## src/rtl/pas_pkg.sv

```systemverilog
// Shared operation codes, widths and control struct for the polynomial add/sub/multiply core
package pas_pkg;

    localparam logic [1:0] OP_ADD = 2'd0;
    localparam logic [1:0] OP_SUB = 2'd1;

    // Bit of the operation code that selects multiply (code 3 multiplies too)
    localparam int OP_MUL_BIT = 1;

    localparam int COEFF_W   = 32;
    localparam int OUT_LIMIT = 31;
    localparam int DEG_OUT_W = 5;

    // Per-cycle control from the sequencer to the arithmetic unit
    typedef struct packed {
        logic step_vld;
        logic mul;
        logic sub;
        logic clear;
    } mac_ctrl_t;

endpackage

```

## src/rtl/pas_ram.sv

```systemverilog
// Generic single-port-write, single-port-read RAM with registered read data
module pas_ram #(
    parameter int WIDTH = 32,
    parameter int DEPTH = 16
) (
    input  logic                     aclk,
    input  logic                     wr_en,
    input  logic [$clog2(DEPTH)-1:0] wr_addr,
    input  logic [WIDTH-1:0]         wr_data,
    input  logic [$clog2(DEPTH)-1:0] rd_addr,
    output logic [WIDTH-1:0]         rd_data
);

    logic [WIDTH-1:0] mem [DEPTH];
    logic [WIDTH-1:0] rd_data_reg;

    // Write one word; the read word is registered, so it appears in the next cycle
    always_ff @(posedge aclk) begin
        if (wr_en) begin
            mem[wr_addr] <= wr_data;
        end
        rd_data_reg <= mem[rd_addr];
    end

    assign rd_data = rd_data_reg;

endmodule

```

## src/rtl/pas_mac.sv

```systemverilog
// Arithmetic unit: add, subtract or multiply one operand pair, then accumulate
module pas_mac (
    input  logic                       aclk,
    input  logic                       aresetn,
    input  pas_pkg::mac_ctrl_t         ctrl,
    input  logic [pas_pkg::COEFF_W-1:0] a_op,
    input  logic [pas_pkg::COEFF_W-1:0] b_op,
    output logic [pas_pkg::COEFF_W-1:0] acc
);

    logic                        prod_vld_reg;
    logic [pas_pkg::COEFF_W-1:0] prod_reg;
    logic [pas_pkg::COEFF_W-1:0] acc_reg;
    logic [pas_pkg::COEFF_W-1:0] prod_next;

    // Form the term: low word of the product, or the sum or difference
    always_comb begin
        if (ctrl.mul) begin
            prod_next = a_op * b_op;
        end else if (ctrl.sub) begin
            prod_next = a_op - b_op;
        end else begin
            prod_next = a_op + b_op;
        end
    end

    // Register the term, then fold it into the accumulator, or zero the accumulator on clear
    always_ff @(posedge aclk) begin
        if (!aresetn) begin
            prod_vld_reg <= 1'b0;
            acc_reg      <= '0;
        end else begin
            prod_vld_reg <= ctrl.step_vld;
            if (ctrl.clear) begin
                acc_reg <= '0;
            end else if (prod_vld_reg) begin
                acc_reg <= acc_reg + prod_reg;
            end
        end
        prod_reg <= prod_next;
    end

    assign acc = acc_reg;

endmodule

```

## src/rtl/polynomial_add_sub_multiply_core.sv

```systemverilog
// Top level: coefficient stores, load handling and the result sequencer
//
// Usage:
//   Load words on the s_ channel: each writes s_coefficient at s_degree into the
//   first (s_operand_select 0) or second store; degrees of MAX_TERMS or more are
//   not stored. The word with s_last_term set starts the operation held in the
//   cfg_ register: add, subtract (first minus second) or multiply.
//   Results leave on the m_ channel, degree 0 upward, one word per coefficient,
//   m_last_result on the highest. Add and subtract give min(MAX_TERMS, 31)
//   words, multiply gives min(2*MAX_TERMS-1, 31). Both stores then read as zero.
// Timing:
//   Load words are taken while s_ready is high. Result words are built at one
//   multiply-accumulate per cycle, fed by one read port on each coefficient RAM,
//   followed by a drain of the read / multiply / accumulate pipe. s_ready is low
//   from the last load word until the final result word is taken.
// Reset and stall:
//   Reset clears the stores (per-entry valid bits) and sets the operation to add.
//   While m_ready is low the result word holds and the sequencer waits.
module polynomial_add_sub_multiply_core #(
    parameter int MAX_TERMS = 16
) (
    input  logic                              aclk,
    input  logic                              aresetn,
    // Configuration word
    input  logic                              cfg_valid,
    output logic                              cfg_ready,
    input  logic [1:0]                        cfg_operation,
    // Load words
    input  logic                              s_valid,
    output logic                              s_ready,
    input  logic                              s_operand_select,
    input  logic [3:0]                        s_degree,
    input  logic signed [31:0]                s_coefficient,
    input  logic                              s_last_term,
    // Result words
    output logic                              m_valid,
    input  logic                              m_ready,
    output logic [pas_pkg::DEG_OUT_W-1:0]     m_result_degree,
    output logic signed [31:0]                m_result_coeff,
    output logic                              m_last_result
);

    localparam int AW        = $clog2(MAX_TERMS);
    localparam int ADD_COUNT = (MAX_TERMS < pas_pkg::OUT_LIMIT) ? MAX_TERMS
                                                                : pas_pkg::OUT_LIMIT;
    localparam int MUL_COUNT = (2 * MAX_TERMS - 1 < pas_pkg::OUT_LIMIT) ? 2 * MAX_TERMS - 1
                                                                        : pas_pkg::OUT_LIMIT;
    localparam logic [pas_pkg::DEG_OUT_W-1:0] ADD_LAST = pas_pkg::DEG_OUT_W'(ADD_COUNT - 1);
    localparam logic [pas_pkg::DEG_OUT_W-1:0] MUL_LAST = pas_pkg::DEG_OUT_W'(MUL_COUNT - 1);
    localparam logic [AW-1:0] I_LAST     = AW'(MAX_TERMS - 1);
    localparam logic [1:0]    DRAIN_LAST = 2'd2;

    typedef enum logic [1:0] {
        ST_IDLE,
        ST_ISSUE,
        ST_DRAIN,
        ST_OUT
    } state_t;

    state_t                            state_reg;
    logic [1:0]                        op_reg;
    logic [MAX_TERMS-1:0]              a_vld_reg;
    logic [MAX_TERMS-1:0]              b_vld_reg;
    logic [pas_pkg::DEG_OUT_W-1:0]     k_reg;
    logic [AW-1:0]                     i_reg;
    logic [1:0]                        drain_reg;
    logic                              s1_vld_reg;
    logic                              a_ok_reg;
    logic                              b_ok_reg;
    logic                              m_valid_reg;
    logic [pas_pkg::DEG_OUT_W-1:0]     deg_reg;
    logic [pas_pkg::COEFF_W-1:0]       coeff_reg;
    logic                              last_reg;

    logic                              mul_mode;
    logic                              deg_ok;
    logic [AW-1:0]                     wr_idx;
    logic [5:0]                        j_diff;
    logic                              j_ok;
    logic [AW-1:0]                     a_addr;
    logic [AW-1:0]                     b_addr;
    logic                              step_ok;
    logic                              issue_end;
    logic                              drain_done;
    logic [pas_pkg::DEG_OUT_W-1:0]     last_k;
    logic [pas_pkg::COEFF_W-1:0]       a_rdata;
    logic [pas_pkg::COEFF_W-1:0]       b_rdata;
    logic [pas_pkg::COEFF_W-1:0]       acc;
    logic                              load_acc;
    pas_pkg::mac_ctrl_t                mac_ctrl;

    assign mul_mode = op_reg[pas_pkg::OP_MUL_BIT];
    assign last_k   = mul_mode ? MUL_LAST : ADD_LAST;

    // Decode the load word
    assign load_acc = (state_reg == ST_IDLE) && s_valid;
    assign deg_ok   = 6'(s_degree) < 6'(MAX_TERMS);
    assign wr_idx   = AW'(s_degree);

    // Read addresses: first[i] and second[k-i] for multiply, both at k otherwise
    assign j_diff = 6'(k_reg) - 6'(i_reg);
    assign j_ok   = !j_diff[5] && (j_diff < 6'(MAX_TERMS));
    always_comb begin
        if (mul_mode) begin
            a_addr  = i_reg;
            b_addr  = j_diff[AW-1:0];
            step_ok = j_ok;
        end else begin
            a_addr  = k_reg[AW-1:0];
            b_addr  = k_reg[AW-1:0];
            step_ok = 1'b1;
        end
    end
    assign issue_end  = !mul_mode || (i_reg == I_LAST);
    assign drain_done = (state_reg == ST_DRAIN) && (drain_reg == DRAIN_LAST);

    pas_ram #(
        .WIDTH (pas_pkg::COEFF_W),
        .DEPTH (MAX_TERMS)
    ) u_first_ram (
        .aclk    (aclk),
        .wr_en   (load_acc && deg_ok && !s_operand_select),
        .wr_addr (wr_idx),
        .wr_data (s_coefficient),
        .rd_addr (a_addr),
        .rd_data (a_rdata)
    );

    pas_ram #(
        .WIDTH (pas_pkg::COEFF_W),
        .DEPTH (MAX_TERMS)
    ) u_second_ram (
        .aclk    (aclk),
        .wr_en   (load_acc && deg_ok && s_operand_select),
        .wr_addr (wr_idx),
        .wr_data (s_coefficient),
        .rd_addr (b_addr),
        .rd_data (b_rdata)
    );

    // Drive the arithmetic unit; entries never written since a clear read as zero
    assign mac_ctrl.step_vld = s1_vld_reg;
    assign mac_ctrl.mul      = mul_mode;
    assign mac_ctrl.sub      = (op_reg == pas_pkg::OP_SUB);
    assign mac_ctrl.clear    = drain_done;

    pas_mac u_mac (
        .aclk    (aclk),
        .aresetn (aresetn),
        .ctrl    (mac_ctrl),
        .a_op    (a_ok_reg ? a_rdata : '0),
        .b_op    (b_ok_reg ? b_rdata : '0),
        .acc     (acc)
    );

    // Sequencer: load, issue reads for one degree, drain, present the word
    always_ff @(posedge aclk) begin
        if (!aresetn) begin
            state_reg   <= ST_IDLE;
            op_reg      <= pas_pkg::OP_ADD;
            a_vld_reg   <= '0;
            b_vld_reg   <= '0;
            k_reg       <= '0;
            i_reg       <= '0;
            drain_reg   <= '0;
            s1_vld_reg  <= 1'b0;
            m_valid_reg <= 1'b0;
        end else begin
            if (cfg_valid) begin
                op_reg <= cfg_operation;
            end
            s1_vld_reg <= (state_reg == ST_ISSUE) && step_ok;
            a_ok_reg   <= a_vld_reg[a_addr];
            b_ok_reg   <= b_vld_reg[b_addr];

            unique case (state_reg)
                ST_IDLE: begin
                    if (s_valid) begin
                        if (deg_ok) begin
                            if (s_operand_select) begin
                                b_vld_reg[wr_idx] <= 1'b1;
                            end else begin
                                a_vld_reg[wr_idx] <= 1'b1;
                            end
                        end
                        if (s_last_term) begin
                            k_reg     <= '0;
                            i_reg     <= '0;
                            state_reg <= ST_ISSUE;
                        end
                    end
                end
                ST_ISSUE: begin
                    if (issue_end) begin
                        drain_reg <= '0;
                        state_reg <= ST_DRAIN;
                    end else begin
                        i_reg <= i_reg + 1'b1;
                    end
                end
                ST_DRAIN: begin
                    if (drain_reg == DRAIN_LAST) begin
                        m_valid_reg <= 1'b1;
                        deg_reg     <= k_reg;
                        coeff_reg   <= acc;
                        last_reg    <= (k_reg == last_k);
                        state_reg   <= ST_OUT;
                    end else begin
                        drain_reg <= drain_reg + 1'b1;
                    end
                end
                ST_OUT: begin
                    if (m_ready) begin
                        m_valid_reg <= 1'b0;
                        if (last_reg) begin
                            a_vld_reg <= '0;
                            b_vld_reg <= '0;
                            state_reg <= ST_IDLE;
                        end else begin
                            k_reg     <= k_reg + 1'b1;
                            i_reg     <= '0;
                            state_reg <= ST_ISSUE;
                        end
                    end
                end
                default: begin
                    state_reg <= ST_IDLE;
                end
            endcase
        end
    end

    assign cfg_ready       = 1'b1;
    assign s_ready         = (state_reg == ST_IDLE);
    assign m_valid         = m_valid_reg;
    assign m_result_degree = deg_reg;
    assign m_result_coeff  = coeff_reg;
    assign m_last_result   = last_reg;

endmodule

```

## config.mk

```make
export PLATFORM = sky130hd
export DESIGN_NAME = polynomial_add_sub_multiply_core
export DESIGN_NICKNAME = d
export VERILOG_FILES = /design/src/rtl/pas_pkg.sv /design/src/rtl/pas_ram.sv /design/src/rtl/pas_mac.sv /design/src/rtl/polynomial_add_sub_multiply_core.sv
export SDC_FILE = /design/constraint.sdc
export NUM_CORES = 2
export LEC_CHECK = 0
export BUFFER_PORTS_ARGS = -buffer_cell sky130_fd_sc_hd__buf_4
export CELL_PAD_IN_SITES_DETAIL_PLACEMENT = 0
export CELL_PAD_IN_SITES_GLOBAL_PLACEMENT = 1
export CORE_MARGIN = 4
export CORE_UTILIZATION = 28
export DETAILED_ROUTE_END_ITERATION = 10
export PLACE_DENSITY_LB_ADDON = 0.1
export SLEW_MARGIN = 20
export SYNTH_ARGS = -nofsm -noshare
export SYNTH_HDL_FRONTEND = slang
export SYNTH_SLANG_ARGS = --single-unit
```

## constraint.sdc

```tcl
create_clock -name aclk -period 9.58 [get_ports aclk]
set_clock_uncertainty 0.1 [all_clocks]
set_input_delay 1.437 -clock aclk [delete_from_list [all_inputs] [get_ports aclk]]
set_output_delay 1.437 -clock aclk [all_outputs]
set_load 0.01 [all_outputs]
```

; ---- Word-level counts from Yosys, hierarchy flattened
; Memory sizes are Yosys's and may differ from the RTL's. A register that Yosys moved wholly into a read port is not among the register bits.
; Cells that the tools add are included.
; Widths: inputs -> output; s select.
[word_totals]
mem_bits_rw = 1024
n_memories = 2
input_bits = 45
reg_bits = 154
elab_cells = 128
[memory_table]
columns = name, depth, width, read_ports, rd_ports_with_merged_regs, wr, line_no
row1 = u_first_ram.mem, 16, 32, 1, 1, 1, pas_ram.sv:14  ; logic [WIDTH-1:0] mem [DEPTH];
row2 = u_second_ram.mem, 16, 32, 1, 1, 1, pas_ram.sv:14
[classes]
eq_ne = 18
bitwise_logic = 3
n_addsub = 7
mux = 50
magnitude_cmp = 5
reduce_logical = 25
n_mul = 1
[op_table]
columns = op, n
row1 = $mux 32, 4
row2 = $mux 16, 6
row3 = $add 32x32->32, 2
row4 = $pmux 16 s2, 2
row5 = $mul 32x32->32, 1
row6 = $or 16x16->16, 2
row7 = $sub 32x32->32, 1
row8 = $mux 4, 7
row9 = $mux 5, 5
row10 = $reduce_and 5->1, 4
row11 = $ne 2x2->1 const B, 8
row12 = $lt 4x5->1 const B, 3
row13 = $mux 2, 7
row14 = $pmux 4 s3, 1
row15 = $mux 1, 11
row16 = $pmux 5 s2, 1
row17 = $reduce_and 3->1, 3
row18 = $bmux 1 s4, 2
row19 = $pmux 2 s4, 1
row20 = $logic_and 1x1->1, 7
row21 = $eq 2x2->1 const B, 3
row22 = $lt 6x5->1 const B, 1
row23 = $ne 2x1->1 const B, 3
row24 = $reduce_and 6->1, 1
row25 = other kinds (18), 23

; ---- Longest topological paths before layout
[depth]
depth_word = 8
mapped_depth = 31
mapped_depth_nobuf = 27

; ---- Hierarchy
; A second synthesis with hierarchy kept.
[unflattened]
cells_unflattened = 4613
area_unflattened_um2 = 65744.3
[by_module_without_submodules]
columns = mod, cells_each, instances, seq_area_each_um2, area_each_um2
row1 = pas_ram, 838, 2, 16015.4, 19835.3
row2 = pas_mac, 2482, 1, 1301.2, 21639.5
row3 = polynomial_add_sub_multiply_core, 455, 1, 2182.1, 4434.3

; ---- Least setup slack after synthesis
; OpenSTA, ideal clock, no wires.
[synth_path]
kind = flip-flop to flip-flop
startpoint = register b_ok_reg
endpoint = register u_mac.prod_reg[30] (netlist bit)
setup_slack_ns = 1.799
required_ns = 9.354
path_buffers = 6
stages_incl_launch_ff = 31
arrival_ns = 7.554
path_cell_list = edfxtp_1 -> buf_4 -> buf_2 -> clkbuf_1 -> clkbuf_1 -> buf_2 -> nand2_1 -> clkbuf_1 -> nor2_1 -> fa_1 -> inv_1 -> fa_1 -> fa_1 -> fa_1 -> inv_1 -> fa_1 -> inv_1 -> fa_1 -> inv_1 -> fa_1 -> fa_1 -> ha_1 -> a21o_1 -> a21o_1 -> a21oi_1 -> o21ai_0 -> or3_1 -> o211ai_1 -> mux2i_1 -> nor4bb_1 -> o21ai_1
[synth_between]
elab_chain_cells = 4
elab_cells_between_ends = 6
classes_between = 2 x add/sub / 1 x mul / 3 x mux
[synth_rtl]
columns = item, line_no
row1 = "start, declared", polynomial_add_sub_multiply_core.sv:69  ; logic b_ok_reg;
row2 = "start signal, assigned", polynomial_add_sub_multiply_core.sv:174  ; b_ok_reg <= b_vld_reg[b_addr];
row3 = $mux 32 *, polynomial_add_sub_multiply_core.sv:152  ; .b_op (b_ok_reg ? b_rdata : '0),
row4 = branches (longest 2 deep; another with $mul 32x32->32), --
row5 = $mux 32 *, pas_mac.sv:18  ; if (ctrl.mul) begin
row6 = "via u_mac.prod_next, one bit", pas_mac.sv:14  ; logic [pas_pkg::COEFF_W-1:0] prod_next;
row7 = "end signal, assigned", pas_mac.sv:40  ; prod_reg <= prod_next;
row8 = "end, declared", pas_mac.sv:12  ; logic [pas_pkg::COEFF_W-1:0] prod_reg;
; Mark *: on every way through the listed nets, which the timed path passes.
; A chain may end at the register's enable or synchronous reset.

; ---- Worst setup path in the final report
; Same ends and word-level chain as after synthesis.

==> out/qor.txt <==
Slew headroom: 31.1%
Synth Register Bits: 1242
post-DP HPWL: 143000 um
Reg clk slew, reported paths: 0.06 ns
Gate power share: 35.7%
placer congestion estimate: 0.813
switching share of power: 35.8%
Setup violations, final: 0
met2 GRT Util: 30.5%
routed len/inst: 26.4 um
critical-path cell list: buf_4 -> buf_4 -> nand2_1 -> nor2_1 -> fa_1 -> inv_1 -> fa_1 -> fa_1 -> inv_1 -> ha_1 -> ha_1 -> fa_1 -> fa_1 -> fa_1 -> ha_1 -> a21o_1 -> a21o_1 -> a21oi_1 -> o21ai_0 -> or3_1 -> o211ai_1 -> mux2i_1 -> nor4bb_1 -> o21ai_1
Max Freq: 0.122 GHz
RSZ-0062 raised after global routing: no
fin cells: 8074
GR Overflow Total: 0
count of distinct cell types in the synthesized netlist: 85
Via density: 4.76
Rows: 177
Hold Buf Count CTS: 0
Layout Nets: 5559
status: completed
Synth area leaders: edfxtp_1, fa_1, mux4_2, dfxtp_1, ha_1
First-pass DRT Iterations: 8
vias: 38432
vias in the first global route: 41317
H-tree levels: 4
Worst Setup Path Type: reg -> reg
Total Routing Usage GR: 17.6%
first-pass GRT wire length: 308000 um
Initial Utilization: 28.1%
Int Pwr: 11.9 mW
worst-path fanout max: 34
pin count of the biggest net entering global routing: 94
most numerous cell in the Yosys netlist: edfxtp_1
DRT Wirelength: 213000 um
Async SR Flop Fraction: 0%
Worst Path Arrival: 8.75 ns
Total Power: 18.5 mW
Post-DP Area: 0.0704 mm2
Leak Pwr: 27.5 nW
die height: 491 um
Post-synth EDFFs: 1064
post-route cell area: 0.0751 mm2
pin slew with the least headroom to its limit: 1.03 ns
Synth Cell Area: 0.0654 mm2
layout cells sized above 1: 15.7%
number of synthesis warnings: 0
power share of the clock group: 29.4%
root buf cell: clkbuf_16
min cycle time layout: 8.20 ns
Max Cap Viol: 0
CP Capture Type: flop
CP max stage delay: 0.60 ns
CP dominant cell by count: fa_1
GRT met3 Usage: 2.35%
Yosys top cell by area: edfxtp_1
Setup Buffers After CTS: 0
DRC errors left: 0
final hold slack: 0.333 ns
Primary FF master, synth: edfxtp_1
Largest regs: u_first_ram.mem (512), u_second_ram.mem (512)
GR peak layer: met2
Longest Clk Path Bufs: 3
Syn Nets: 5410
Power Density: 247 mW/mm2
Num CTS Buffers: 145
CTS tree: yes
syn_area_per_cell: 13.7 um2
slowest cell on the critical path: nand2_1
initial antenna violation count: 19
IO Count: 86
VDD IR max: 0.150 mV
Placeable Area: 0.232 mm2
clock latency on the worst-skew pair: 0.81 ns
Setup TNS: 0 ns
Port Buffer Count: 84
width of the die: 491 um
Final ANT Viol Nets: 0
Placed Cells: 7801
max-slew violations: 0
fin crit share: 85.6%
Area Overhead vs Synth: 15.0%
final hold vios: 0
grt met1 use: 23.6%
part of the power in registers: 34.9%
sequential fraction of the synthesis area: 54.3%
synth cell count leaders: edfxtp_1, nor2_1, nand2_1
Synth Instances: 4756
# clock sinks: 1242
critical path launch point type: flop
CTS resizes: 0
Synth top area share: 48.9%
Net Switching: 6.64 mW
HP Class: reg -> reg
initial DRC count: 2571
DIE AREA: 0.241 mm2
worst path required time: 10.13 ns
## routing by layer
layer / wire length [um] / vias up
met5: 0 / -
met4: 4250 / 0
met3: 6910 / 210
met2: 107000 / 639
met1: 95100 / 20408
li1: - / 17175
## cells by family (layout without fill, tap and decap cells)
kind of cell             Yosys count  after routing  synth area share, %
AND/OR/NAND/NOR                 1258           1258                 8.37
flip-flops                      1242           1242                 54.3
buffers and inverters            658            926                 3.92
adder cells (fa/ha/maj)          609            609                 16.4
AO/OA/AOI/OAI                    524            524                 5.12
multiplexers                     297            297                 9.61
XOR/XNOR                         167            167                 2.26
other                              1              8              0.00574
## worst paths after layout
| kind | start | to | slack [ns] | cells after the start |
|---|---|---|---|---|
| hold reg to reg | s1_vld_reg$_SDFF_PN0_ | u_mac.prod_vld_reg$_SDFF_PN0_ | 0.33 | 1 |
| setup reg to reg | b_ok_reg$_DFFE_PP_ | u_mac.prod_reg[30]$_DFF_P_ | 1.38 | 24 |
| setup / recovery | b_ok_reg$_DFFE_PP_ | u_mac.prod_reg[30]$_DFF_P_ | 1.38 | 24 |
| hold / removal | s1_vld_reg$_SDFF_PN0_ | u_mac.prod_vld_reg$_SDFF_PN0_ | 0.33 | 1 |
## final cells by class
cell class,count,area [um2]
antenna,7,17.5
fill,22987,157000
sequential,1242,35500
timing repair buffer,231,1850
inverter,429,1610
tap,3043,3810
multi-input combinational,2856,27600
clock buffer,186,3920
clock inverter,80,790
## cells in the final DEF (no fill, tap or decap), types with 41 or more instances in the layout
cell type,instances
edfxtp_1,1064
nor2_1,466
nand2_1,444
inv_1,412
fa_1,411
mux4_2,264
buf_4,222
ha_1,198
dfxtp_1,176
clkbuf_16,148
a21oi_1,137
xnor2_1,113
and2_1,93
a31oi_1,80
a211oi_1,80
o21ai_0,74
nand3_1,69
xor2_1,53
clkinv_1,42
a21o_1,41
## power groups by stage
stage	registers, mW	clock network [mW]	logic (mW)
2_1_floorplan	6.37	0	4.30
3_3_place_gp	6.59	0	6.77
3_5_place_dp	6.59	0	6.74
4_1_cts	6.48	5.65	6.78
5_1_grt	6.49	5.88	7.33
6_report	6.46	5.45	6.61
## stage by stage
stage / utilization (%) / worst slack (ns)
after detailed placement: 30.3 / 1.33
after CTS: 32.3 / 1.33
after floorplan: - / 1.80
after global placement: 30.3 / 1.41
after global routing: 32.3 / 0.940
final: 32.3 / 1.38
## critical path, delay by kind of cell (launching register included)
family | cells | cell delay, ns
AO/OA/AOI/OAI | 6 | 1.22
adder cells (fa/ha/maj) | 9 | 3.72
flip-flops | 1 | 0.32
buffers and inverters | 4 | 0.87
AND/OR/NAND/NOR | 4 | 1.55
multiplexers | 1 | 0.24
No activity file was read; power rests on OpenSTA's default activity.
